`config.mk`:
```
export PLATFORM = sky130hd
export DESIGN_NAME = block_map_first_fit_allocator
export DESIGN_NICKNAME = d
export VERILOG_FILES = /design/src/rtl/core/bmffa_pkg.sv /design/src/rtl/core/bmffa_ram.sv /design/src/rtl/core/block_map_first_fit_allocator.sv
export SDC_FILE = /design/constraint.sdc
export NUM_CORES = 1
export LEC_CHECK = 0
export ABC_CLOCK_PERIOD_IN_PS = 7290
export BUFFER_PORTS_ARGS = -buffer_cell sky130_fd_sc_hd__buf_4
export CORE_UTILIZATION = 61
export CTS_CLUSTER_SIZE = 25
export DETAILED_ROUTE_END_ITERATION = 8
export PLACE_DENSITY = 0.85
export SLEW_MARGIN = 20
export SYNTH_ARGS = -nofsm -noshare
export SYNTH_HDL_FRONTEND = slang
export SYNTH_SLANG_ARGS = --single-unit
```
`constraint.sdc`:
```
create_clock -name i_clk -period 7.29 [get_ports i_clk]
set_clock_uncertainty 0.15 [all_clocks]
set_input_delay 0.3645 -clock i_clk [delete_from_list [all_inputs] [get_ports i_clk]]
set_output_delay 0.3645 -clock i_clk [all_outputs]
set_load 0.01 [all_outputs]
```
`src/rtl/core/bmffa_pkg.sv`:
```
package bmffa_pkg;

    localparam int BLOCK_COUNT_DEF = 64;
    localparam int BLOCK_BYTES_DEF = 32;

    localparam int OPCODE_W = 2;
    localparam int BYTES_W  = 16;
    localparam int STATUS_W = 3;
    localparam int GRANT_W  = 11;
    localparam int TAG_W    = 2;

    typedef enum logic [OPCODE_W-1:0] {
        OP_INIT  = 2'd0,
        OP_ALLOC = 2'd1,
        OP_FREE  = 2'd2
    } t_opcode;

    typedef enum logic [TAG_W-1:0] {
        TAG_FREE = 2'd0,
        TAG_HEAD = 2'd1,
        TAG_CONT = 2'd2
    } t_tag;

    typedef enum logic [STATUS_W-1:0] {
        ST_OK       = 3'd0,
        ST_NOT_INIT = 3'd1,
        ST_BAD_SIZE = 3'd2,
        ST_NO_SPACE = 3'd3,
        ST_BAD_ADDR = 3'd4
    } t_status;

endpackage

```
`src/rtl/core/bmffa_ram.sv`:
```
module bmffa_ram #(
    parameter int WIDTH = bmffa_pkg::TAG_W,
    parameter int DEPTH = bmffa_pkg::BLOCK_COUNT_DEF
) (
    input  logic                     i_clk,
    input  logic                     i_we,
    input  logic [$clog2(DEPTH)-1:0] i_waddr,
    input  logic [WIDTH-1:0]         i_wdata,
    input  logic [$clog2(DEPTH)-1:0] i_raddr,
    output logic [WIDTH-1:0]         o_rdata
);

    logic [WIDTH-1:0] r_mem [DEPTH];
    logic [WIDTH-1:0] r_rdata;

    always_ff @(posedge i_clk) begin
        if (i_we) begin
            r_mem[i_waddr] <= i_wdata;
        end
        r_rdata <= r_mem[i_raddr];
    end

    assign o_rdata = r_rdata;

endmodule

```
`src/rtl/core/block_map_first_fit_allocator.sv`:
```
// First-fit block map allocator. One command is taken when start is high and busy is low;
// exactly one result follows, shown for one cycle with o_strobe, and cannot be held off.
// The block tags sit in a one-read, one-write RAM that is walked entry by entry: after reset
// a clearing pass over every entry keeps busy high; init runs the same pass with busy high;
// allocate scans for the first run of free blocks that covers the request, then tags the
// head block and each continuation block of the grant; free walks the block bases to the
// block holding the offset and clears it, then reads and clears each continuation block in
// turn, and reads the tag that ends the run. The result shows in the first cycle with busy
// low. Rejected commands and unused opcodes answer on the next cycle and leave busy low.
module block_map_first_fit_allocator #(
    parameter int BLOCK_COUNT = bmffa_pkg::BLOCK_COUNT_DEF,
    parameter int BLOCK_BYTES = bmffa_pkg::BLOCK_BYTES_DEF
) (
    input  logic                              i_clk,
    input  logic                              i_rst_n,
    input  logic                              start,
    output logic                              busy,
    input  logic [bmffa_pkg::OPCODE_W-1:0]    i_opcode,
    input  logic [bmffa_pkg::BYTES_W-1:0]     i_request_bytes,
    input  logic [bmffa_pkg::BYTES_W-1:0]     i_release_offset,
    output logic                              o_strobe,
    output logic [bmffa_pkg::STATUS_W-1:0]    o_status,
    output logic [bmffa_pkg::GRANT_W-1:0]     o_grant_offset
);

    localparam int IDX_W      = $clog2(BLOCK_COUNT);
    localparam int CNT_W      = IDX_W + 1;
    localparam int HEAP_TOTAL = BLOCK_COUNT * BLOCK_BYTES;
    localparam int HEAP_W     = $clog2(HEAP_TOTAL + 1);
    localparam int W          = (HEAP_W > bmffa_pkg::BYTES_W) ? HEAP_W + 1
                                                             : bmffa_pkg::BYTES_W + 1;

    localparam logic [IDX_W-1:0] LAST_IDX   = IDX_W'(BLOCK_COUNT - 1);
    localparam logic [CNT_W-1:0] LIMIT      = CNT_W'(BLOCK_COUNT);
    localparam logic [W-1:0]     HEAP_LIMIT = W'(HEAP_TOTAL);
    localparam logic [W-1:0]     BB         = W'(BLOCK_BYTES);

    typedef enum logic [6:0] {
        S_IDLE     = 7'b0000001,
        S_CLEAR    = 7'b0000010,
        S_SCAN     = 7'b0000100,
        S_MARK     = 7'b0001000,
        S_FIND     = 7'b0010000,
        S_FREE_RD  = 7'b0100000,
        S_FREE_CHK = 7'b1000000
    } t_state;

    t_state r_state, n_state;
    logic [CNT_W-1:0] r_addr, n_addr;
    logic             r_report, n_report;
    logic             r_armed, n_armed;
    logic             r_dv, n_dv;
    logic             r_strobe, n_strobe;

    logic [IDX_W-1:0]                r_didx, n_didx;
    logic [IDX_W-1:0]                r_head, n_head;
    logic [IDX_W-1:0]                r_end, n_end;
    logic [W-1:0]                    r_run, n_run;
    logic [W-1:0]                    r_base, n_base;
    logic [bmffa_pkg::BYTES_W-1:0]   r_bytes, n_bytes;
    logic [bmffa_pkg::BYTES_W-1:0]   r_off, n_off;
    bmffa_pkg::t_status              r_status, n_status;
    logic [bmffa_pkg::GRANT_W-1:0]   r_grant, n_grant;

    logic                         w_we;
    logic [IDX_W-1:0]             w_waddr;
    bmffa_pkg::t_tag              w_wdata;
    logic [bmffa_pkg::TAG_W-1:0]  w_rdata;
    logic                         w_accept;
    logic [IDX_W-1:0]             w_idx;
    logic [W-1:0]                 w_run_next;
    logic [W-1:0]                 w_base_next;
    logic [W-1:0]                 w_grant_full;
    logic [W-1:0]                 w_req_ext;
    logic [W-1:0]                 w_off_ext;

    bmffa_ram #(
        .WIDTH (bmffa_pkg::TAG_W),
        .DEPTH (BLOCK_COUNT)
    ) u_tags (
        .i_clk   (i_clk),
        .i_we    (w_we),
        .i_waddr (w_waddr),
        .i_wdata (w_wdata),
        .i_raddr (w_idx),
        .o_rdata (w_rdata)
    );

    assign busy        = (r_state != S_IDLE);
    assign w_accept    = start && !busy;
    assign w_idx       = r_addr[IDX_W-1:0];
    assign w_run_next  = r_run + BB;
    assign w_base_next = r_base + BB;
    assign w_req_ext   = W'(i_request_bytes);
    assign w_off_ext   = W'(r_off);
    assign w_grant_full = W'(r_head) * BB;

    always_comb begin
        n_state  = r_state;
        n_addr   = r_addr;
        n_report = r_report;
        n_armed  = r_armed;
        n_dv     = r_dv;
        n_strobe = 1'b0;
        n_didx   = r_didx;
        n_head   = r_head;
        n_end    = r_end;
        n_run    = r_run;
        n_base   = r_base;
        n_bytes  = r_bytes;
        n_off    = r_off;
        n_status = r_status;
        n_grant  = r_grant;
        w_we     = 1'b0;
        w_waddr  = w_idx;
        w_wdata  = bmffa_pkg::TAG_FREE;

        case (r_state)
            S_IDLE: begin
                if (w_accept) begin
                    n_bytes  = i_request_bytes;
                    n_off    = i_release_offset;
                    n_grant  = '0;
                    n_status = bmffa_pkg::ST_OK;
                    case (i_opcode)
                        bmffa_pkg::OP_INIT: begin
                            n_state  = S_CLEAR;
                            n_addr   = '0;
                            n_report = 1'b1;
                        end
                        bmffa_pkg::OP_ALLOC: begin
                            if (!r_armed) begin
                                n_strobe = 1'b1;
                                n_status = bmffa_pkg::ST_NOT_INIT;
                            end else if (i_request_bytes == '0 || w_req_ext > HEAP_LIMIT) begin
                                n_strobe = 1'b1;
                                n_status = bmffa_pkg::ST_BAD_SIZE;
                            end else begin
                                n_state = S_SCAN;
                                n_addr  = '0;
                                n_dv    = 1'b0;
                                n_run   = '0;
                                n_head  = '0;
                            end
                        end
                        bmffa_pkg::OP_FREE: begin
                            if (!r_armed) begin
                                n_strobe = 1'b1;
                                n_status = bmffa_pkg::ST_NOT_INIT;
                            end else if (W'(i_release_offset) >= HEAP_LIMIT) begin
                                n_strobe = 1'b1;
                                n_status = bmffa_pkg::ST_BAD_ADDR;
                            end else begin
                                n_state = S_FIND;
                                n_addr  = '0;
                                n_base  = '0;
                            end
                        end
                        default: begin
                            n_strobe = 1'b1;
                        end
                    endcase
                end
            end
            S_CLEAR: begin
                w_we = 1'b1;
                if (w_idx == LAST_IDX) begin
                    n_state = S_IDLE;
                    if (r_report) begin
                        n_strobe = 1'b1;
                        n_armed  = 1'b1;
                    end
                end else begin
                    n_addr = r_addr + 1'b1;
                end
            end
            S_SCAN: begin
                // issue the next read while the previous tag is examined
                if (r_addr != LIMIT) begin
                    n_addr = r_addr + 1'b1;
                    n_dv   = 1'b1;
                    n_didx = w_idx;
                end else begin
                    n_dv = 1'b0;
                end
                if (r_dv) begin
                    if (w_rdata == bmffa_pkg::TAG_FREE) begin
                        if (w_run_next >= W'(r_bytes)) begin
                            n_end   = r_didx;
                            n_addr  = CNT_W'(r_head);
                            n_state = S_MARK;
                        end else begin
                            n_run = w_run_next;
                        end
                    end else begin
                        n_run  = '0;
                        n_head = r_didx + 1'b1;
                    end
                end else if (r_addr == LIMIT) begin
                    n_state  = S_IDLE;
                    n_strobe = 1'b1;
                    n_status = bmffa_pkg::ST_NO_SPACE;
                end
            end
            S_MARK: begin
                w_we    = 1'b1;
                w_wdata = (w_idx == r_head) ? bmffa_pkg::TAG_HEAD : bmffa_pkg::TAG_CONT;
                if (w_idx == r_end) begin
                    n_state  = S_IDLE;
                    n_strobe = 1'b1;
                    n_grant  = w_grant_full[bmffa_pkg::GRANT_W-1:0];
                end else begin
                    n_addr = r_addr + 1'b1;
                end
            end
            S_FIND: begin
                // walk block bases until the one holding the offset
                if (w_off_ext < w_base_next) begin
                    w_we = 1'b1;
                    if (w_idx == LAST_IDX) begin
                        n_state  = S_IDLE;
                        n_strobe = 1'b1;
                    end else begin
                        n_addr  = r_addr + 1'b1;
                        n_state = S_FREE_RD;
                    end
                end else begin
                    n_base = w_base_next;
                    n_addr = r_addr + 1'b1;
                end
            end
            S_FREE_RD: begin
                n_state = S_FREE_CHK;
            end
            S_FREE_CHK: begin
                if (w_rdata == bmffa_pkg::TAG_CONT) begin
                    w_we = 1'b1;
                    if (w_idx == LAST_IDX) begin
                        n_state  = S_IDLE;
                        n_strobe = 1'b1;
                    end else begin
                        n_addr  = r_addr + 1'b1;
                        n_state = S_FREE_RD;
                    end
                end else begin
                    n_state  = S_IDLE;
                    n_strobe = 1'b1;
                end
            end
            default: begin
                n_state = S_IDLE;
            end
        endcase
    end

    always_ff @(posedge i_clk) begin
        if (!i_rst_n) begin
            r_state  <= S_CLEAR;
            r_addr   <= '0;
            r_report <= 1'b0;
            r_armed  <= 1'b0;
            r_dv     <= 1'b0;
            r_strobe <= 1'b0;
        end else begin
            r_state  <= n_state;
            r_addr   <= n_addr;
            r_report <= n_report;
            r_armed  <= n_armed;
            r_dv     <= n_dv;
            r_strobe <= n_strobe;
        end
    end

    always_ff @(posedge i_clk) begin
        r_didx   <= n_didx;
        r_head   <= n_head;
        r_end    <= n_end;
        r_run    <= n_run;
        r_base   <= n_base;
        r_bytes  <= n_bytes;
        r_off    <= n_off;
        r_status <= n_status;
        r_grant  <= n_grant;
    end

    assign o_strobe       = r_strobe;
    assign o_status       = r_status;
    assign o_grant_offset = r_grant;

endmodule

```
**After elaboration in Yosys (flattened, before gate mapping)**

Memory sizes are Yosys's and may differ from the RTL's. A register that Yosys moved wholly into a read port is not among the register bits.
Index checks and enable logic that the tools add are counted.

- Equal/unequal tests: 41
- Mux-type cells: 92
- $lt $le $gt $ge: 4
- Reduce and logical (&&, ||, !) cells: 24
- Add/subtract/negate cells: 4

Operators with widths:

| kind | number |
|---|---|
| two-way mux 17 bit | 12 |
| two-way mux 7 bit | 26 |
| one-hot mux 17 bit (2 select lines) | 2 |
| one-hot mux 7 bit (7 select lines) | 1 |
| two-way mux 6 bit | 7 |
| one-hot mux 7 bit (3 select lines) | 2 |
| one-hot mux 7 bit (6 select lines) | 1 |
| adder 17 x 6 -> 17 bit, second input constant | 2 |
| != test 2 bit, second input constant | 14 |
| != test 3 bit, second input constant | 8 |
| two-way mux 1 bit | 22 |
| two-way mux 11 bit | 2 |
| one-hot mux 11 bit (2 select lines) | 1 |
| >= comparator 17 x 16 -> 1 bit | 1 |
| < comparator 16 x 17 -> 1 bit | 1 |
| >= comparator 16 x 12 -> 1 bit, second input constant | 1 |
| > comparator 16 x 12 -> 1 bit, second input constant | 1 |
| zero test 16 bit | 1 |
| two-way mux 3 bit | 5 |
| == test 7 bit, second input constant | 2 |
| AND reduction 7 bit | 2 |
| == test 6 bit | 2 |
| one-hot mux 3 bit (2 select lines) | 2 |
| one-hot mux 6 bit (2 select lines) | 1 |
| 33 further kinds | 46 |

- Register bits: 116
- RAM bits: 128
- Output and inout port bits: 16
- Logic and storage cells: 181
- Memories: 1

Memories:

| name | words | bits a word | rd ports | clocked after memory_dff | write ports | line | source |
|---|---|---|---|---|---|---|---|
| u_tags.r_mem | 64 | 2 | 1 | 1 | 1 | bmffa_ram.sv:13 | `logic [WIDTH-1:0] r_mem [DEPTH];` |

**Depth between registers and ports, before layout**

- Word-level depth: 7
- Gate-level depth with buffers: 14
- Depth with buffers taken out: 14

**Hierarchy**

A second synthesis with hierarchy kept.

- Cells, all modules: 863
- Area total of the unflattened synthesis: 11242.0 µm²

Modules (own cells, without submodules):

| module | area each (µm²) | sequential area each (µm²) | cells an instance | times used |
|---|---|---|---|---|
| block_map_first_fit_allocator | 5753.0 | 2852.7 | 548 | 1 |
| bmffa_ram | 5489.0 | 3883.7 | 315 | 1 |

**Least setup slack after synthesis**

OpenSTA, ideal clock, no wires.

- Kind: register to register
- Start point: register r_addr[4]
- End point: memory u_tags.r_mem[0][0] (netlist name) (data pin)
- Required time: 6.276 ns
- Library setup time: 0.864 ns
- Cell stages (with the launch flop): 6
- Clock period less this slack: 5.588 ns
- Path slack: 1.702 ns
- Arrival: 4.574 ns
- Cell sequence: dfxtp_1 > clkbuf_1 > buf_1 > xnor2_1 > nand4_1 > nor4_1

- Word-level cells in the longest chain between the ends: 3

Ends and longest elaborated chain:

| what | line | source |
|---|---|---|
| start: declaration | block_map_first_fit_allocator.sv:49 | `logic [CNT_W-1:0] r_addr, n_addr;` |
| start signal: assignment | block_map_first_fit_allocator.sv:266 | `r_addr <= n_addr;` |
| == test 6 bit | block_map_first_fit_allocator.sv:207 | `w_wdata = (w_idx == r_head) ? bmffa_pkg::TAG_HEAD : bmffa_pkg::TAG_CONT;` |
| two-way mux 2 bit | block_map_first_fit_allocator.sv:207 |  |
| two-way mux 2 bit | block_map_first_fit_allocator.sv:118 | `case (r_state)` |
| net u_tags.i_wdata[0] | bmffa_ram.sv:8 | `input logic [WIDTH-1:0] i_wdata,` |
| end: declaration | bmffa_ram.sv:13 |  |

The timed path passes the listed nets, and every way through them passes these cells.

**Worst setup path after layout**

- Start point: register r_base[7]
- End point: memory u_tags.r_mem[25][1] (netlist name) (enable)

- Word-level cells in the longest chain between the ends: 6

Ends and longest elaborated chain:

| what | line | source |
|---|---|---|
| start: declaration | block_map_first_fit_allocator.sv:59 | `logic [W-1:0] r_base, n_base;` |
| start signal: assignment | block_map_first_fit_allocator.sv:279 | `r_base <= n_base;` |
| adder 17 x 6 -> 17 bit | block_map_first_fit_allocator.sv:93 | `assign w_base_next = r_base + BB;` |
| < comparator 16 x 17 -> 1 bit | block_map_first_fit_allocator.sv:218 | `if (w_off_ext < w_base_next) begin` |
| two-way mux 1 bit | block_map_first_fit_allocator.sv:218 |  |
| one-hot mux 1 bit (3 select lines) | block_map_first_fit_allocator.sv:118 |  |
| two-way mux 1 bit | bmffa_ram.sv:17 | `if (i_we) begin` |
| two-way mux 1 bit (not written as such) | bmffa_ram.sv:18 | `r_mem[i_waddr] <= i_wdata;` |

Every way passes these cells.

==> tab_implementation.tex <==
\begin{tabular}{lr}
\hline
Metric & Value \\
\hline
\multicolumn{2}{l}{\textbf{Status}} \\
\quad Run status & finished, final reports clean \\
\multicolumn{2}{l}{\textbf{Logic synthesis}} \\
\quad Arithmetic-cell share of the synthesized area counting full adders, half adders and majority gates & 0.04294 \\
\quad Synth Flop Type & edfxtp\_1 \\
\quad Post-Syn Area per Cell & 12.35 um\^{}2 \\
\quad Complex-gate fraction of the synthesized area & 0.1134 \\
\quad Synth Area in XOR/XNOR & 0.03494 \\
\quad Dominant combinational cell family by area after synthesis & simple AND/OR/NAND/NOR gates \\
\quad Portion of netlist area occupied by mux cells & 0.008705 \\
\quad Top-count cell post-synth & edfxtp\_1 \\
\quad Post-synthesis cell type with the largest combined area & edfxtp\_1 \\
\quad Number of distinct library cells after synthesis & 72 \\
\quad Top cells by area, synth & edfxtp\_1, ha\_1, nor2\_1 \\
\quad FFs w/ async S/R, synth & 0 \\
\quad Number of instances in the synthesized netlist & 873 \\
\quad Leading cell types by count after synthesis & edfxtp\_1, nor2\_1, nand2\_1 \\
\quad Yosys warning total & 0 \\
\quad Post-Synthesis Cell Area & 0.01078 mm\^{}2 \\
\quad Simple-gate share of the synthesized area & 0.1443 \\
\quad Sequential-to-total area share from yosys stat & 0.6249 \\
\quad Share of Yosys cell area claimed by the top area cell type & 0.5877 \\
\quad Register bit count reported by yosys & 231 \\
\quad Number of enable-type register cells in the synthesized netlist & 211 \\
\multicolumn{2}{l}{\textbf{Floorplan}} \\
\quad Top Ports & 53 \\
\quad Area enclosed by the die boundary & 0.01821 mm\^{}2 \\
\quad Area of the placeable core & 0.01730 mm\^{}2 \\
\quad Starting utilization of the core area & 0.6233 \\
\quad DIE HEIGHT & 134.9 um \\
\quad Horizontal die dimension & 134.9 um \\
\quad \# rows & 48 \\
\multicolumn{2}{l}{\textbf{Clock tree}} \\
\quad Later-pin clock latency in the skew report & 0.53 ns \\
\quad CTS tree & built \\
\quad Clock net sink count & 231 \\
\quad Hold buffer count at cts & 28 \\
\quad Cts bufs inserted & 24 \\
\quad Clock slew seen by the registers of the worst setup and hold paths & 0.06 ns \\
\quad Cells resized by post-CTS repair & 0 \\
\quad Clock tree buffer depth & 3 \\
\quad H-tree level count & 1 \\
\quad Buffer type at the clock tree root & clkbuf\_16 \\
\quad Number of buffers inserted to repair setup after CTS & 0 \\
\multicolumn{2}{l}{\textbf{Hold path}} \\
\quad WHS Endpoint & r\_state[2] \\
\quad Path class of the lowest-slack min-delay path & input port to flop \\
\quad Worst hold path depth & 4 \\
\quad Launch instance of the worst min-delay path & i\_opcode[0] \\
\multicolumn{2}{l}{\textbf{Routing}} \\
\quad Drt wl/cell & 21.05 um \\
\quad Via count of the routed design & 7,695 \\
\quad Number of vias per cell after detailed routing & 6.488 \\
\quad Count of antenna-violating nets left after detailed routing & 0 \\
\quad Remaining routing DRC violations & 0 \\
\quad Total length of routed wires & 24,970 um \\
\quad Router iterations before antenna repair & 6 \\
\quad Iter 0 DRT Violations & 824 \\
\multicolumn{2}{l}{\textbf{Setup path}} \\
\quad Reg-to-reg critical path startpoint & r\_base[7] \\
\quad Largest stage delay on the critical path & 0.53 ns \\
\quad R2R setup slack & 2.95 ns \\
\quad Worst Path Required & 7.36 ns \\
\quad Worst-path cell with the longest stage delay & a31oi\_1 \\
\quad Path depth of the worst reg2reg path & 13 \\
\quad Endpoint of the worst-slack reg-to-reg timing path & u\_tags.r\_mem[25][1] \\
\quad Data arrival at the endpoint of the critical path & 4.41 ns \\
\quad Startpoint type of the worst setup path & flop \\
\quad CP dominant cell by count & nor2\_1 \\
\quad Kind of end point of the critical path & flop \\
\quad Critical path fanouts, max & 8 \\
\quad CP Cell Sequence & and3\_1 -> and2\_1 -> nand4\_1 -> or2\_2 -> xor2\_1 -> ha\_1 -> a211oi\_1 -> o211ai\_1 -> nor2\_1 -> o31ai\_1 -> a31oi\_1 -> nand3\_1 -> nor2\_1 \\
\quad Path type of the worst setup path & flop to flop \\
\multicolumn{2}{l}{\textbf{Placed design}} \\
\quad HPWL after detailed placement & 15,890 um \\
\quad I/O Buffers & 42 \\
\quad Final weighted congestion in routability-driven placement & 0.8751 \\
\quad Post-place instance area & 0.01128 mm\^{}2 \\
\multicolumn{2}{l}{\textbf{Finish}} \\
\quad Layout net count & 1,017 \\
\quad Total non-filler cell area in the finished layout & 0.01230 mm\^{}2 \\
\quad Synthesis-to-layout area growth & 14.05\% \\
\quad Count of inserted antenna diode cells & 0 \\
\quad Share of final-layout standard cells stronger than drive strength 1 & 0.1207 \\
\multicolumn{2}{l}{\textbf{Global routing}} \\
\quad Wire length of the first global-routing pass & 39,350 um \\
\quad Antenna violations before repair & 0 \\
\quad Remaining global-route overflow & 0 \\
\quad Global Route Usage Sum & 0.2810 \\
\quad Largest net degree at the start of global routing & 65 \\
\quad Vias in the first global route & 7,331 \\
\multicolumn{2}{l}{\textbf{Timing}} \\
\quad Unrepaired setup endpoints after global routing & false \\
\quad Final-report setup violation count & 0 \\
\quad Count of final max-slew check failures & 0 \\
\quad Final worst path period share & 0.5959 \\
\quad Hold Worst Slack & 0.1746 ns \\
\quad Final min period & 4.344 ns \\
\quad Maximum operating frequency & 230.2 MHz \\
\quad Worst-margin pin slew & 0.9717 ns \\
\quad Max-Slew Margin vs Limit & 0.3513 \\
\quad Hold violation total from the final report & 0 \\
\quad Setup\_tns & 0 ns \\
\multicolumn{2}{l}{\textbf{Power}} \\
\quad Static leakage & 4.349 nW \\
\quad Peak supply drop & 0.0002487 V \\
\quad Power per Cell Area & 267.2 mW/mm\^{}2 \\
\quad Total power draw & 3.286 mW \\
\multicolumn{2}{l}{\textbf{Flow run}} \\
\quad \# Max-Cap Violations & 0 \\
\hline
\end{tabular}
## worst max-delay path by stage
stage                                      to  cells past startpoint      start
after floorplan            u_tags.r_mem[0][0]                      5  r_addr[4]
after global placement    u_tags.r_mem[62][0]                     13  r_base[7]
after detailed placement  u_tags.r_mem[28][1]                     13  r_base[7]
after CTS                 u_tags.r_mem[24][0]                     13  r_base[7]
after global routing      u_tags.r_mem[24][0]                     13  r_base[7]
final                     u_tags.r_mem[25][1]                     13  r_base[7]
## worst max-delay path: cells and delay by family (launching register included)
kind / cells / cell delay, ns
fa+ha+maj: 1 / 0.28
compound gates: 4 / 1.28
xor+xnor: 1 / 0.20
flops: 1 / 0.41
simple gates: 7 / 1.71
## sequential cells by signal, indices dropped and copies added (netlist names)
signal and flops:
r_dv 1, r_bytes 16, u_tags.r_mem 128, r_addr 7, r_end 6, o_status 3
r_off 11, r_didx 6, r_run 17, r_head 6, o_strobe 1, o_grant_offset 6
r_report 1, r_state 7, r_armed 1, u_tags.o_rdata 2, r_base 12
## layout make-up
cell class / instances / area, um^2
clock buffers: 32 / 630.6
clock inverters: 12 / 100.1
fillers: 1147 / 5001
inverters: 33 / 123.9
multi-input cells: 573 / 3752
flip-flops and latches: 231 / 6736
well taps: 225 / 281.5
repair buffers: 80 / 670.6
## kinds of logic (layout without fill, tap and decap cells)
logic type	count (synthesis)	after routing
XOR/XNOR	43	43
AO/OA/AOI/OAI	167	167
multiplexers	9	9
buffers and inverters	73	157
adder cells (fa/ha/maj)	37	37
AND/OR/NAND/NOR	312	312
flip-flops	231	231
other	1	5
## metrics by stage
| step | util | setup WS [ns] | cells |
|---|---|---|---|
| after CTS | 0.7104 | 2.985 | 1186 |
| after global placement | 0.6520 | 3.195 | 1114 |
| after global routing | 0.7109 | 2.626 | 1186 |
| final | 0.7109 | 2.946 | 1186 |
| after detailed placement | 0.6520 | 3.037 | 1114 |
| after floorplan | - | 1.702 | 877 |
## metal layers
| metal | part of all wire | GRT usage |
|---|---|---|
| met1 | 0.39 | 0.3760 |
| met5 | 0 | 0 |
| met4 | 0.021 | 0.08801 |
| met3 | 0.10 | 0.05030 |
| met2 | 0.49 | 0.4685 |
## report_power, final
| part | switching, mW | internal, mW | total (mW) |
|---|---|---|---|
| combinational | 0.373 | 0.207 | 0.579 |
| sequential | 0.0796 | 1.48 | 1.56 |
| clock | 0.500 | 0.647 | 1.15 |
| total | 0.952 | 2.33 | 3.29 |
## cells in the final DEF (no fill, tap or decap), types with 3 or more instances in the layout
| cell | n |
|---|---|
| o21a_1 | 4 |
| clkbuf_16 | 24 |
| a22o_1 | 11 |
| clkbuf_1 | 8 |
| a211oi_1 | 6 |
| a221oi_1 | 15 |
| a21oi_1 | 27 |
| and3b_1 | 3 |
| and3_1 | 23 |
| nor2b_1 | 8 |
| xor2_1 | 26 |
| clkinv_1 | 3 |
| o21ai_1 | 4 |
| edfxtp_1 | 211 |
| nand3_1 | 32 |
| mux2i_1 | 6 |
| dfxtp_1 | 20 |
| a22oi_1 | 37 |
| mux2_2 | 3 |
| inv_1 | 31 |
| nor4_1 | 7 |
| nor3_1 | 14 |
| or2_2 | 3 |
| nand2_1 | 48 |
| o21ai_0 | 16 |
| conb_1 | 5 |
| nor2_1 | 119 |
| buf_4 | 52 |
| ha_1 | 37 |
| o211ai_1 | 9 |
| dlygate4sd3_1 | 28 |
| xnor2_1 | 17 |
| a21oi_2 | 5 |
| a31oi_1 | 8 |
| and2_1 | 16 |
| nand2b_1 | 4 |
| clkinv_2 | 6 |
| nand4_1 | 21 |
Power figures use the tool's default switching activity.
